$ cat src/rtl/ote_pkg.sv
// shared types and constants of the object tree engine
`default_nettype none
package ote_pkg;
	localparam int LINK_W = 10;
	localparam int ATTR_W = 48;
	localparam int REQ_W  = 4;
	localparam int ERR_W  = 3;

	localparam logic [REQ_W-1:0] REQ_INSERT  = 4'd0;
	localparam logic [REQ_W-1:0] REQ_REMOVE  = 4'd1;
	localparam logic [REQ_W-1:0] REQ_PARENT  = 4'd2;
	localparam logic [REQ_W-1:0] REQ_CHILD   = 4'd3;
	localparam logic [REQ_W-1:0] REQ_SIBLING = 4'd4;
	localparam logic [REQ_W-1:0] REQ_INSIDE  = 4'd5;
	localparam logic [REQ_W-1:0] REQ_SETATTR = 4'd6;
	localparam logic [REQ_W-1:0] REQ_CLRATTR = 4'd7;
	localparam logic [REQ_W-1:0] REQ_TSTATTR = 4'd8;
	localparam logic [REQ_W-1:0] REQ_LOAD    = 4'd9;

	localparam logic [ERR_W-1:0] ERR_OK      = 3'd0;
	localparam logic [ERR_W-1:0] ERR_OBJECT  = 3'd1;
	localparam logic [ERR_W-1:0] ERR_SECOND  = 3'd2;
	localparam logic [ERR_W-1:0] ERR_ATTR    = 3'd3;
	localparam logic [ERR_W-1:0] ERR_ZERO    = 3'd4;
	localparam logic [ERR_W-1:0] ERR_CHAIN   = 3'd5;

	localparam logic [1:0] TBL_PARENT  = 2'd0;
	localparam logic [1:0] TBL_SIBLING = 2'd1;
	localparam logic [1:0] TBL_CHILD   = 2'd2;
	localparam logic [1:0] TBL_ATTR    = 2'd3;

	// one memory access from the sequencer
	typedef struct packed {
		logic                rd;
		logic                wr;
		logic [1:0]          tbl;
		logic [LINK_W-1:0]   addr;
		logic [ATTR_W-1:0]   wdata;
	} mem_req_t;

	typedef struct packed {
		logic [REQ_W-1:0]  req_type;
		logic [LINK_W-1:0] object;
		logic [LINK_W-1:0] target;
		logic [LINK_W-1:0] load_parent;
		logic [LINK_W-1:0] load_sibling;
		logic [LINK_W-1:0] load_child;
		logic [ATTR_W-1:0] load_attrs;
	} item_t;
endpackage
`default_nettype wire

$ cat src/rtl/ote_seq.sv
// request sequencer: checks, table walks and result register
`default_nettype none
module ote_seq import ote_pkg::*; #(
	parameter int SLOTS = 1024
) (
	input  wire logic              clk,
	input  wire logic              arst_n,
	input  wire logic [3:0]        story_version,
	input  wire logic [LINK_W-1:0] highest_object,
	input  wire logic              in_valid,
	output logic                   in_ready,
	input  item_t                  item,
	output mem_req_t               mreq,
	input  wire logic [ATTR_W-1:0] rdata,
	output logic                   out_valid,
	input  wire logic              out_ready,
	output logic [LINK_W-1:0]      out_value,
	output logic                   out_branch,
	output logic [ERR_W-1:0]       out_error
);
	localparam int SW = $clog2(SLOTS + 1);

	localparam logic [3:0] ST_IDLE   = 4'd0;
	localparam logic [3:0] ST_CHECK  = 4'd1;
	localparam logic [3:0] ST_RDPAR  = 4'd2;  // detach: parent of object
	localparam logic [3:0] ST_RDSIB  = 4'd3;  // detach: sibling of object
	localparam logic [3:0] ST_RDCHD  = 4'd4;  // detach: first child of parent
	localparam logic [3:0] ST_WALK   = 4'd5;
	localparam logic [3:0] ST_UNL1   = 4'd6;
	localparam logic [3:0] ST_UNL2   = 4'd7;
	localparam logic [3:0] ST_INS0   = 4'd8;
	localparam logic [3:0] ST_INS1   = 4'd9;
	localparam logic [3:0] ST_RDONE  = 4'd10; // single read, then finish
	localparam logic [3:0] ST_ATTRW  = 4'd11;
	localparam logic [3:0] ST_LOAD   = 4'd12;
	localparam logic [3:0] ST_DONE   = 4'd13;
	localparam logic [3:0] ST_WAIT   = 4'd14; // wait for the registered table read

	logic [3:0]        state_q, next_q;
	item_t             it_q;
	logic [LINK_W-1:0] up_q, older_q, walk_q, prev_q;
	logic [SW-1:0]     steps_q;
	logic [1:0]        lcnt_q;
	logic              walked_q;
	logic [LINK_W-1:0] value_q;
	logic              branch_q;
	logic [ERR_W-1:0]  err_q;
	logic              ovalid_q;

	logic byte_links;
	logic [5:0] max_attr;
	logic [ATTR_W-1:0] bitmask;
	logic [LINK_W-1:0] rlink;

	function automatic logic obj_ok(input logic [LINK_W-1:0] n, input logic [LINK_W-1:0] hi);
		return n != '0 && n <= hi;
	endfunction

	assign byte_links = story_version < 4'd4;
	assign max_attr   = byte_links ? 6'd31 : 6'd47;
	assign bitmask    = ATTR_W'(1) << (6'd47 - it_q.target[5:0]);
	assign rlink      = rdata[LINK_W-1:0];

	function automatic logic [LINK_W-1:0] fit(input logic [LINK_W-1:0] v, input logic b);
		return b ? {2'b00, v[7:0]} : v;
	endfunction

	assign in_ready   = state_q == ST_IDLE && !ovalid_q;
	assign out_valid  = ovalid_q;
	assign out_value  = value_q;
	assign out_branch = branch_q;
	assign out_error  = err_q;

	always_comb begin
		mreq = '0;
		unique case (state_q)
			ST_CHECK: begin
				mreq.rd = 1'b1;
				mreq.addr = it_q.object;
				priority if (it_q.req_type == REQ_CHILD) mreq.tbl = TBL_CHILD;
				else if (it_q.req_type == REQ_SIBLING) mreq.tbl = TBL_SIBLING;
				else if (it_q.req_type == REQ_SETATTR || it_q.req_type == REQ_CLRATTR
					|| it_q.req_type == REQ_TSTATTR) mreq.tbl = TBL_ATTR;
				else mreq.tbl = TBL_PARENT;
			end
			ST_RDPAR: begin
				mreq.rd = 1'b1; mreq.tbl = TBL_SIBLING; mreq.addr = it_q.object;
			end
			ST_RDSIB: begin
				mreq.rd = 1'b1; mreq.tbl = TBL_CHILD; mreq.addr = up_q;
			end
			ST_WALK: begin
				mreq.rd = 1'b1; mreq.tbl = TBL_SIBLING; mreq.addr = walk_q;
			end
			ST_UNL1: begin
				mreq.wr = 1'b1;
				mreq.tbl = walked_q ? TBL_SIBLING : TBL_CHILD;
				mreq.addr = walked_q ? prev_q : up_q;
				mreq.wdata = ATTR_W'(fit(older_q, byte_links));
			end
			ST_UNL2: begin
				mreq.wr = 1'b1;
				mreq.tbl = lcnt_q[0] ? TBL_SIBLING : TBL_PARENT;
				mreq.addr = it_q.object;
			end
			ST_INS0: begin
				mreq.rd = 1'b1; mreq.tbl = TBL_CHILD; mreq.addr = it_q.target;
			end
			ST_INS1: begin
				mreq.wr = 1'b1;
				unique case (lcnt_q)
					2'd0: begin mreq.tbl = TBL_PARENT; mreq.addr = it_q.object;
						mreq.wdata = ATTR_W'(fit(it_q.target, byte_links)); end
					2'd1: begin mreq.tbl = TBL_CHILD; mreq.addr = it_q.target;
						mreq.wdata = ATTR_W'(fit(it_q.object, byte_links)); end
					default: begin mreq.tbl = TBL_SIBLING; mreq.addr = it_q.object;
						mreq.wdata = ATTR_W'(fit(walk_q, byte_links)); end
				endcase
			end
			ST_ATTRW: begin
				mreq.wr = 1'b1; mreq.tbl = TBL_ATTR; mreq.addr = it_q.object;
				mreq.wdata = (it_q.req_type == REQ_SETATTR) ? (rdata | bitmask)
					: (rdata & ~bitmask);
			end
			ST_LOAD: begin
				mreq.wr = 1'b1; mreq.addr = it_q.object; mreq.tbl = lcnt_q;
				unique case (lcnt_q)
					TBL_PARENT:  mreq.wdata = ATTR_W'(fit(it_q.load_parent, byte_links));
					TBL_SIBLING: mreq.wdata = ATTR_W'(fit(it_q.load_sibling, byte_links));
					TBL_CHILD:   mreq.wdata = ATTR_W'(fit(it_q.load_child, byte_links));
					default:     mreq.wdata = it_q.load_attrs;
				endcase
			end
			default: ;
		endcase
	end

	always_ff @(posedge clk or negedge arst_n) begin
		if (!arst_n) begin
			state_q  <= ST_IDLE;
			next_q   <= ST_IDLE;
			ovalid_q <= 1'b0;
			lcnt_q   <= '0;
			steps_q  <= '0;
			walked_q <= 1'b0;
		end else begin
			if (ovalid_q && out_ready) ovalid_q <= 1'b0;
			unique case (state_q)
				ST_IDLE: if (in_valid && in_ready) begin
					it_q     <= item;
					value_q  <= '0;
					branch_q <= 1'b0;
					err_q    <= ERR_OK;
					lcnt_q   <= '0;
					steps_q  <= '0;
					walked_q <= 1'b0;
					state_q  <= ST_CHECK;
				end
				ST_CHECK: begin
					// every read path goes through a wait state
					state_q <= ST_WAIT;
					unique case (it_q.req_type)
						REQ_INSERT, REQ_INSIDE: begin
							if (!obj_ok(it_q.object, highest_object)) begin
								err_q <= ERR_OBJECT; state_q <= ST_DONE;
							end else if (!obj_ok(it_q.target, highest_object)) begin
								err_q <= ERR_SECOND; state_q <= ST_DONE;
							end else next_q <= (it_q.req_type == REQ_INSIDE)
								? ST_RDONE : ST_RDPAR;
						end
						REQ_REMOVE: begin
							if (it_q.object == '0) begin
								err_q <= ERR_ZERO; state_q <= ST_DONE;
							end else if (it_q.object > highest_object) begin
								err_q <= ERR_OBJECT; state_q <= ST_DONE;
							end else next_q <= ST_RDPAR;
						end
						REQ_PARENT, REQ_CHILD, REQ_SIBLING: begin
							if (!obj_ok(it_q.object, highest_object)) begin
								err_q <= ERR_OBJECT; state_q <= ST_DONE;
							end else next_q <= ST_RDONE;
						end
						REQ_SETATTR, REQ_CLRATTR, REQ_TSTATTR: begin
							if (it_q.target > LINK_W'(max_attr)) begin
								err_q <= ERR_ATTR; state_q <= ST_DONE;
							end else if (!obj_ok(it_q.object, highest_object)) begin
								err_q <= ERR_OBJECT; state_q <= ST_DONE;
							end else next_q <= (it_q.req_type == REQ_TSTATTR)
								? ST_RDONE : ST_ATTRW;
						end
						REQ_LOAD: begin
							if (!obj_ok(it_q.object, highest_object)) begin
								err_q <= ERR_OBJECT; state_q <= ST_DONE;
							end else state_q <= ST_LOAD;
						end
						default: state_q <= ST_DONE;
					endcase
				end
				ST_WAIT: state_q <= next_q;
				ST_RDONE: begin
					unique case (it_q.req_type)
						REQ_INSIDE:  branch_q <= rlink == it_q.target;
						REQ_TSTATTR: branch_q <= (rdata & bitmask) != '0;
						REQ_PARENT:  value_q <= rlink;
						default: begin
							value_q <= rlink; branch_q <= rlink != '0;
						end
					endcase
					state_q <= ST_DONE;
				end
				ST_ATTRW: state_q <= ST_DONE;
				ST_RDPAR: begin
					up_q <= rlink;
					if (rlink == '0)
						state_q <= (it_q.req_type == REQ_INSERT) ? ST_INS0 : ST_DONE;
					else begin
						next_q <= ST_RDSIB; state_q <= ST_WAIT;
					end
				end
				ST_RDSIB: begin
					older_q <= rlink; next_q <= ST_RDCHD; state_q <= ST_WAIT;
				end
				ST_RDCHD: begin
					walk_q <= rlink;
					state_q <= (rlink == it_q.object) ? ST_UNL1 : ST_WALK;
					if (rlink != it_q.object) begin
						if (rlink == '0) begin
							err_q <= ERR_CHAIN; state_q <= ST_DONE;
						end
					end
				end
				ST_WALK: begin
					// read of sibling(walk) issued here; result taken in RDCHD path
					prev_q   <= walk_q;
					walked_q <= 1'b1;
					steps_q  <= steps_q + SW'(1);
					next_q   <= ST_RDCHD;
					state_q  <= ST_WAIT;
					if (steps_q >= SW'(SLOTS)) begin
						err_q <= ERR_CHAIN; state_q <= ST_DONE;
					end
				end
				ST_UNL1: begin lcnt_q <= '0; state_q <= ST_UNL2; end
				ST_UNL2: begin
					lcnt_q <= lcnt_q + 2'd1;
					if (lcnt_q[0]) begin
						lcnt_q <= '0;
						state_q <= (it_q.req_type == REQ_INSERT) ? ST_INS0 : ST_DONE;
					end
				end
				ST_INS0: begin next_q <= ST_INS1; state_q <= ST_WAIT; lcnt_q <= '0; end
				ST_INS1: begin
					if (lcnt_q == 2'd0) walk_q <= rlink;
					lcnt_q <= lcnt_q + 2'd1;
					if (lcnt_q == 2'd2) state_q <= ST_DONE;
				end
				ST_LOAD: begin
					lcnt_q <= lcnt_q + 2'd1;
					if (lcnt_q == 2'd3) state_q <= ST_DONE;
				end
				ST_DONE: begin
					if (err_q != ERR_OK) begin
						value_q <= '0; branch_q <= 1'b0;
					end
					ovalid_q <= 1'b1;
					state_q  <= ST_IDLE;
				end
				default: state_q <= ST_IDLE;
			endcase
		end
	end
endmodule
`default_nettype wire

$ cat config.mk
export PLATFORM = sky130hd
export DESIGN_NAME = ote_seq
export DESIGN_NICKNAME = d
export VERILOG_FILES = /design/src/rtl/ote_pkg.sv /design/src/rtl/ote_seq.sv
export SDC_FILE = /design/constraint.sdc
export NUM_CORES = 1
export LEC_CHECK = 0
export BUFFER_PORTS_ARGS = -buffer_cell sky130_fd_sc_hd__buf_2
export CAP_MARGIN = 30
export CORE_MARGIN = 1
export CORE_UTILIZATION = 50
export CTS_BUF_LIST = sky130_fd_sc_hd__clkbuf_8 sky130_fd_sc_hd__clkbuf_16
export CTS_CLUSTER_SIZE = 16
export DETAILED_ROUTE_END_ITERATION = 6
export MAX_ROUTING_LAYER = met4
export PLACE_DENSITY = 0.78
export SKIP_LAST_GASP = 1
export SLEW_MARGIN = 20
export SYNTH_ARGS = -nofsm -noshare
export SYNTH_HDL_FRONTEND = slang
export SYNTH_SLANG_ARGS = --single-unit
export TNS_END_PERCENT = 50
$ cat constraint.sdc
create_clock -name clk -period 5.76 [get_ports clk]
set_input_delay 1.152 -clock clk [delete_from_list [all_inputs] [get_ports clk]]
set_output_delay 1.152 -clock clk [all_outputs]
set_load 0.1 [all_outputs]
======== Word level (Yosys, flattened, before mapping) ========
Cells that the tools add are included.
word-level totals
  input bits .............................. 168
  register bits after elaboration ......... 179
  logic and storage cells ................. 217
  output and inout port bits .............. 78
cells by class
  muxes and demuxes ....................... 82
  bitwise gates (word level) .............. 4
  shift operators ......................... 1
  equal/unequal tests ..................... 52
  add/sub/neg operators ................... 3
  reductions and logical operators ........ 49
  magnitude comparators ................... 6
operator list
  kind                                                                   count
  48-bit one-hot mux with 4 select lines                                 1
  48-bit one-hot mux with 3 select lines                                 1
  10-bit 2-to-1 mux                                                      12
  12-bit one-hot mux with 10 select lines                                1
  60-bit one-hot mux with 2 select lines                                 1
  48-bit AND                                                             2
  4-bit 2-to-1 mux                                                       16
  48-bit 2-to-1 mux                                                      1
  48-bit NOT                                                             1
  48-bit bitwise OR                                                      1
  4-bit one-hot mux with 12 select lines                                 1
  48-bit nonzero test                                                    1
  1-bit by 6-bit left shift with 48-bit output, first input constant     1
  4-bit equality test, second input constant                             9
  3-bit 2-to-1 mux                                                       12
  4-bit by 3-bit equality test with 1-bit output, second input constant  8
  4-bit one-hot mux with 4 select lines                                  2
  10-bit one-hot mux with 3 select lines                                 1
  10-bit nonzero test                                                    3
  2-bit 2-to-1 mux                                                       13
  3-bit one-hot mux with 4 select lines                                  2
  2-bit inequality test, second input constant                           11
  11-bit one-hot mux with 2 select lines                                 1
  3-bit inequality test, second input constant                           7
  45 further kinds                                                       88

======== Depth between registers and ports, before layout ========
  depth after elaboration ................. 7
  mapped depth ............................ 12
  gate-level depth less buffers ........... 9

======== Worst setup path before layout ========
OpenSTA, ideal clock, no wires.
  path type ............................... input to register
  start ................................... in in_valid
  end ..................................... reg it_q[0] (netlist bit) (enable)
  data arrival time ....................... 5.746 ns
  path buffers ............................ 1
  setup slack ............................. -0.550 ns
  stages .................................. 3
  required time ........................... 5.196 ns
  library setup time ...................... 0.564 ns
  cells stage by stage .................... nand4_1 clkbuf_1 nor2_1
on the way
  longest elaborated chain between the ends .. 2
ends and longest elaborated chain
  item                                  RTL line        text
  start, declared                       ote_seq.sv:10   input wire logic in_valid,
  1-bit logical AND                     ote_seq.sv:149  ST_IDLE: if (in_valid && in_ready) begin
  3-bit AND reduction (no source line)  n/a
  end signal, assigned                  ote_seq.sv:150  it_q <= item;
  end, declared                         ote_seq.sv:40   item_t it_q;
No other way between the ends.
A chain may end at the register's enable or synchronous reset.

==> run metrics <==
crit path launch=it_q[82]; Max stage delay on crit path=750 ps; parity-gate share of the synthesized area counting xor and xnor cells=0.0197; global-route congestion overflow total=0; post-route antenna net violation count=0; part of the Yosys area used for sequential elements=0.492; Worst Tran Pin Value=980 ps; clk_lat worst skew=440 ps; number of enable-type register cells in the synthesized netlist=156; Power Dens Cells=458 mW/mm^2; Area Growth Syn to Fin=19.1%; mean area per synthesized cell=10.2 sq um; cell type with the highest aggregate area in the netlist=sky130_fd_sc_hd__edfxtp_1; Die X=148 um; setup repair after global routing missed its margin=no; number of sinks on the clock net=179; final hold vios=0; clk_skew=13.8 ps; first-pass detailed-route iteration total=7; top-area cell type share of the netlist area=0.438; summed instance area of the synthesized netlist=0.0107 sq mm; violated checks=DRC; Tot GR Track Use=0.313; number of antenna violations at the first check in global routing=3; initial core utilization=0.509; wire length of the first global-routing pass=50400 um; Final Cycle Share=0.816; Worst Setup EP=mreq[41]; leakage power=5.36 nW; maximum buffer depth of the clock tree=2; net count of the finished layout=1456; Worst Hold Class=flop to flop; Netlist cell types=85; deepest level of the CTS H-tree=4; worst rel slew slack=0.344; I/O pin total=246; cell-by-cell trace of the critical path=buf_4, inv_1, ha_1, nor3_1, and3_1, mux2i_1, o21ai_0, buf_2; proportion of synthesized flip-flops having asynchronous set or reset=0.128; Max-Cap Viols=0; main combinational cell family by area after synthesis=simple AND/OR/NAND/NOR gates; path type of the worst setup path=flop to output port; vias in the first global route=9209; Most used DFF post-synth=sky130_fd_sc_hd__edfxtp_1; most frequent cells after synthesis=sky130_fd_sc_hd__edfxtp_1 (156), sky130_fd_sc_hd__nand2_1 (144), sky130_fd_sc_hd__o21ai_0 (69); clock period minus worst slack=4700 ps; share of the synthesized area in compound gates (AO/OA/AOI/OAI)=0.172; top fanout value on the critical path=23; detailed placement HPWL=23900 um; drt via density=6.23; multiplexer fraction of the synthesized cell area=0.0607; Total Negative Setup Slacks=0 ps; Pins Over Slew Limit=0; most area-consuming cells after synthesis=sky130_fd_sc_hd__edfxtp_1 (44%), sky130_fd_sc_hd__dfrtp_1 (5.4%), sky130_fd_sc_hd__mux2i_1 (5.3%), sky130_fd_sc_hd__nand2_1 (5.1%), sky130_fd_sc_hd__ha_1 (3.5%); drt wl/cell=21.6 um; FF-to-FF Start=state_q[3]; highest-delay cell along the critical path=sky130_fd_sc_hd__nor3_1; TritonCTS clock tree=built; CP endpoint kind=output port; placed cell count=1513; # rows=53; RePlAce Congestion=0.982; post-CTS sizing=0; flop and latch count out of synthesis=179; final count of negative-setup-slack endpoints=0; Post-Syn Nets=1245; endpoint of the most critical register-to-register path=it_q[7]; number of DRC violations after detailed routing=13; minimum setup slack among reg-to-reg paths=2300 ps; Placeable Area=0.0210 sq mm; count of buffers added by post-CTS timing repair for setup=0; total wire length after detailed routing=33500 um; clock-pin slew of the registers on the worst-case setup and hold paths=70 ps; Critical Path RT=4610 ps; post-synthesis adder-cell area fraction=0.0351; hold buffer count at cts=0; run status=complete, but fails checks; cell with the most instances after synthesis=sky130_fd_sc_hd__edfxtp_1; cells after synthesis=1047; layout cell share with drive strength beyond 1=0.257; total number of cells along the worst setup path=8; arrival time at the worst endpoint=3550 ps; count of vias placed by the detailed router=9651; synth warn=0; category of cells accounting for the largest share of critical-path delay=simple AND/OR/NAND/NOR gates; peak supply drop=0.000359 V; area share of and/or/nand/nor cells after synthesis=0.179; buffer type at the clock tree root=sky130_fd_sc_hd__clkbuf_16; maximum achievable frequency=213 MHz; die outline height=148 um; die area=0.0220 sq mm; pin count of the biggest net entering global routing=84; number of buffer cells added on primary ports=243; startpoint type of the worst setup path=flop; Detailed Route Iter0 Violations=1187; worst-case reg-to-reg path depth=5; final standard cell count with taps included and fillers excluded=1549; number of buffers and inverters on the critical path=3; TritonCTS Buffers=17
==> final cells by class <==
cell class	count	area, sq um
inverter	34	128
clock inverter	15	139
tap	275	344
timing repair buffer	266	1420
antenna	3	7.51
clock buffer	17	425
fill	1770	8290
sequential	179	5260
multi-input combinational	760	5010
==> per-stage QoR <==
stage	cell area [sq um]	hold WS [ps]	total power [mW]	setup WS, ps	util
after floorplan	10700	444	4.03	227	-
after global placement	12100	466	4.63	1630	0.577
after detailed placement	12200	475	4.68	1640	0.578
after CTS	12700	491	5.80	1160	0.605
after global routing	12700	517	6.04	809	0.606
final	12700	490	5.83	1060	0.606
==> layout by cell type (no fill, tap or decap), drive strengths merged, types with 24 or more instances in the layout <==
master and count:
nor2 57, and3 24, mux2i 57, nand2 144, nand3 38, a21oi 53, o21ai 71, buf 266
inv 43, edfxtp 156, ha 30
==> where the power goes <==
part,switching [mW],internal (mW),total [mW]
Clock,0.559,0.572,1.13
Sequential,0.140,1.58,1.72
Combinational,2.31,0.670,2.98
Total,3.00,2.82,5.83
==> state kept, by name (all words and copies together), names as in the netlist <==
signal and count:
up_q 10, lcnt_q 2, steps_q 11, prev_q 10, walked_q 1, older_q 10
out_branch 1, next_q 4, out_value 10, out_error 3, out_valid 1, it_q 102
state_q 4, walk_q 10
==> worst min path at each step <==
stage,from,slack (ps),depth (start not counted),endpoint
after floorplan,steps_q[9],440,1,steps_q[9]
after global placement,steps_q[9],470,1,steps_q[9]
after detailed placement,steps_q[7],480,1,steps_q[7]
after CTS,steps_q[7],490,1,steps_q[7]
after global routing,walk_q[2],520,0,prev_q[2]
final,steps_q[7],490,1,steps_q[7]
==> cell families (layout without fill, tap and decap cells) <==
kind of cell,Yosys count,after routing
muxes,64,64
buffers and inverters,108,332
DFF,179,179
AOI/OAI and AO/OA,261,261
xor gates and xnor gates,24,24
and+or+nand+nor,381,381
adders and majority gates,30,30
other,0,3
==> worst reg2reg max path, stage by stage, from the launching register on <==
cell and delay [ps]:
sky130_fd_sc_hd__dfrtp_1 520, sky130_fd_sc_hd__buf_4 280, sky130_fd_sc_hd__nor2_1 390, sky130_fd_sc_hd__nand4_1 630, sky130_fd_sc_hd__nor2_4 770, sky130_fd_sc_hd__buf_12 400
==> metal layers <==
metal / vias up / part of all wire / GRT usage
li1: 4395 / - / -
met1: 4574 / 0.40 / 0.400
met2: 571 / 0.47 / 0.471
met3: 111 / 0.089 / 0.0669
met4: 0 / 0.044 / 0.157
met5: - / 0 / -
No activity file was read; power rests on OpenSTA's default activity.
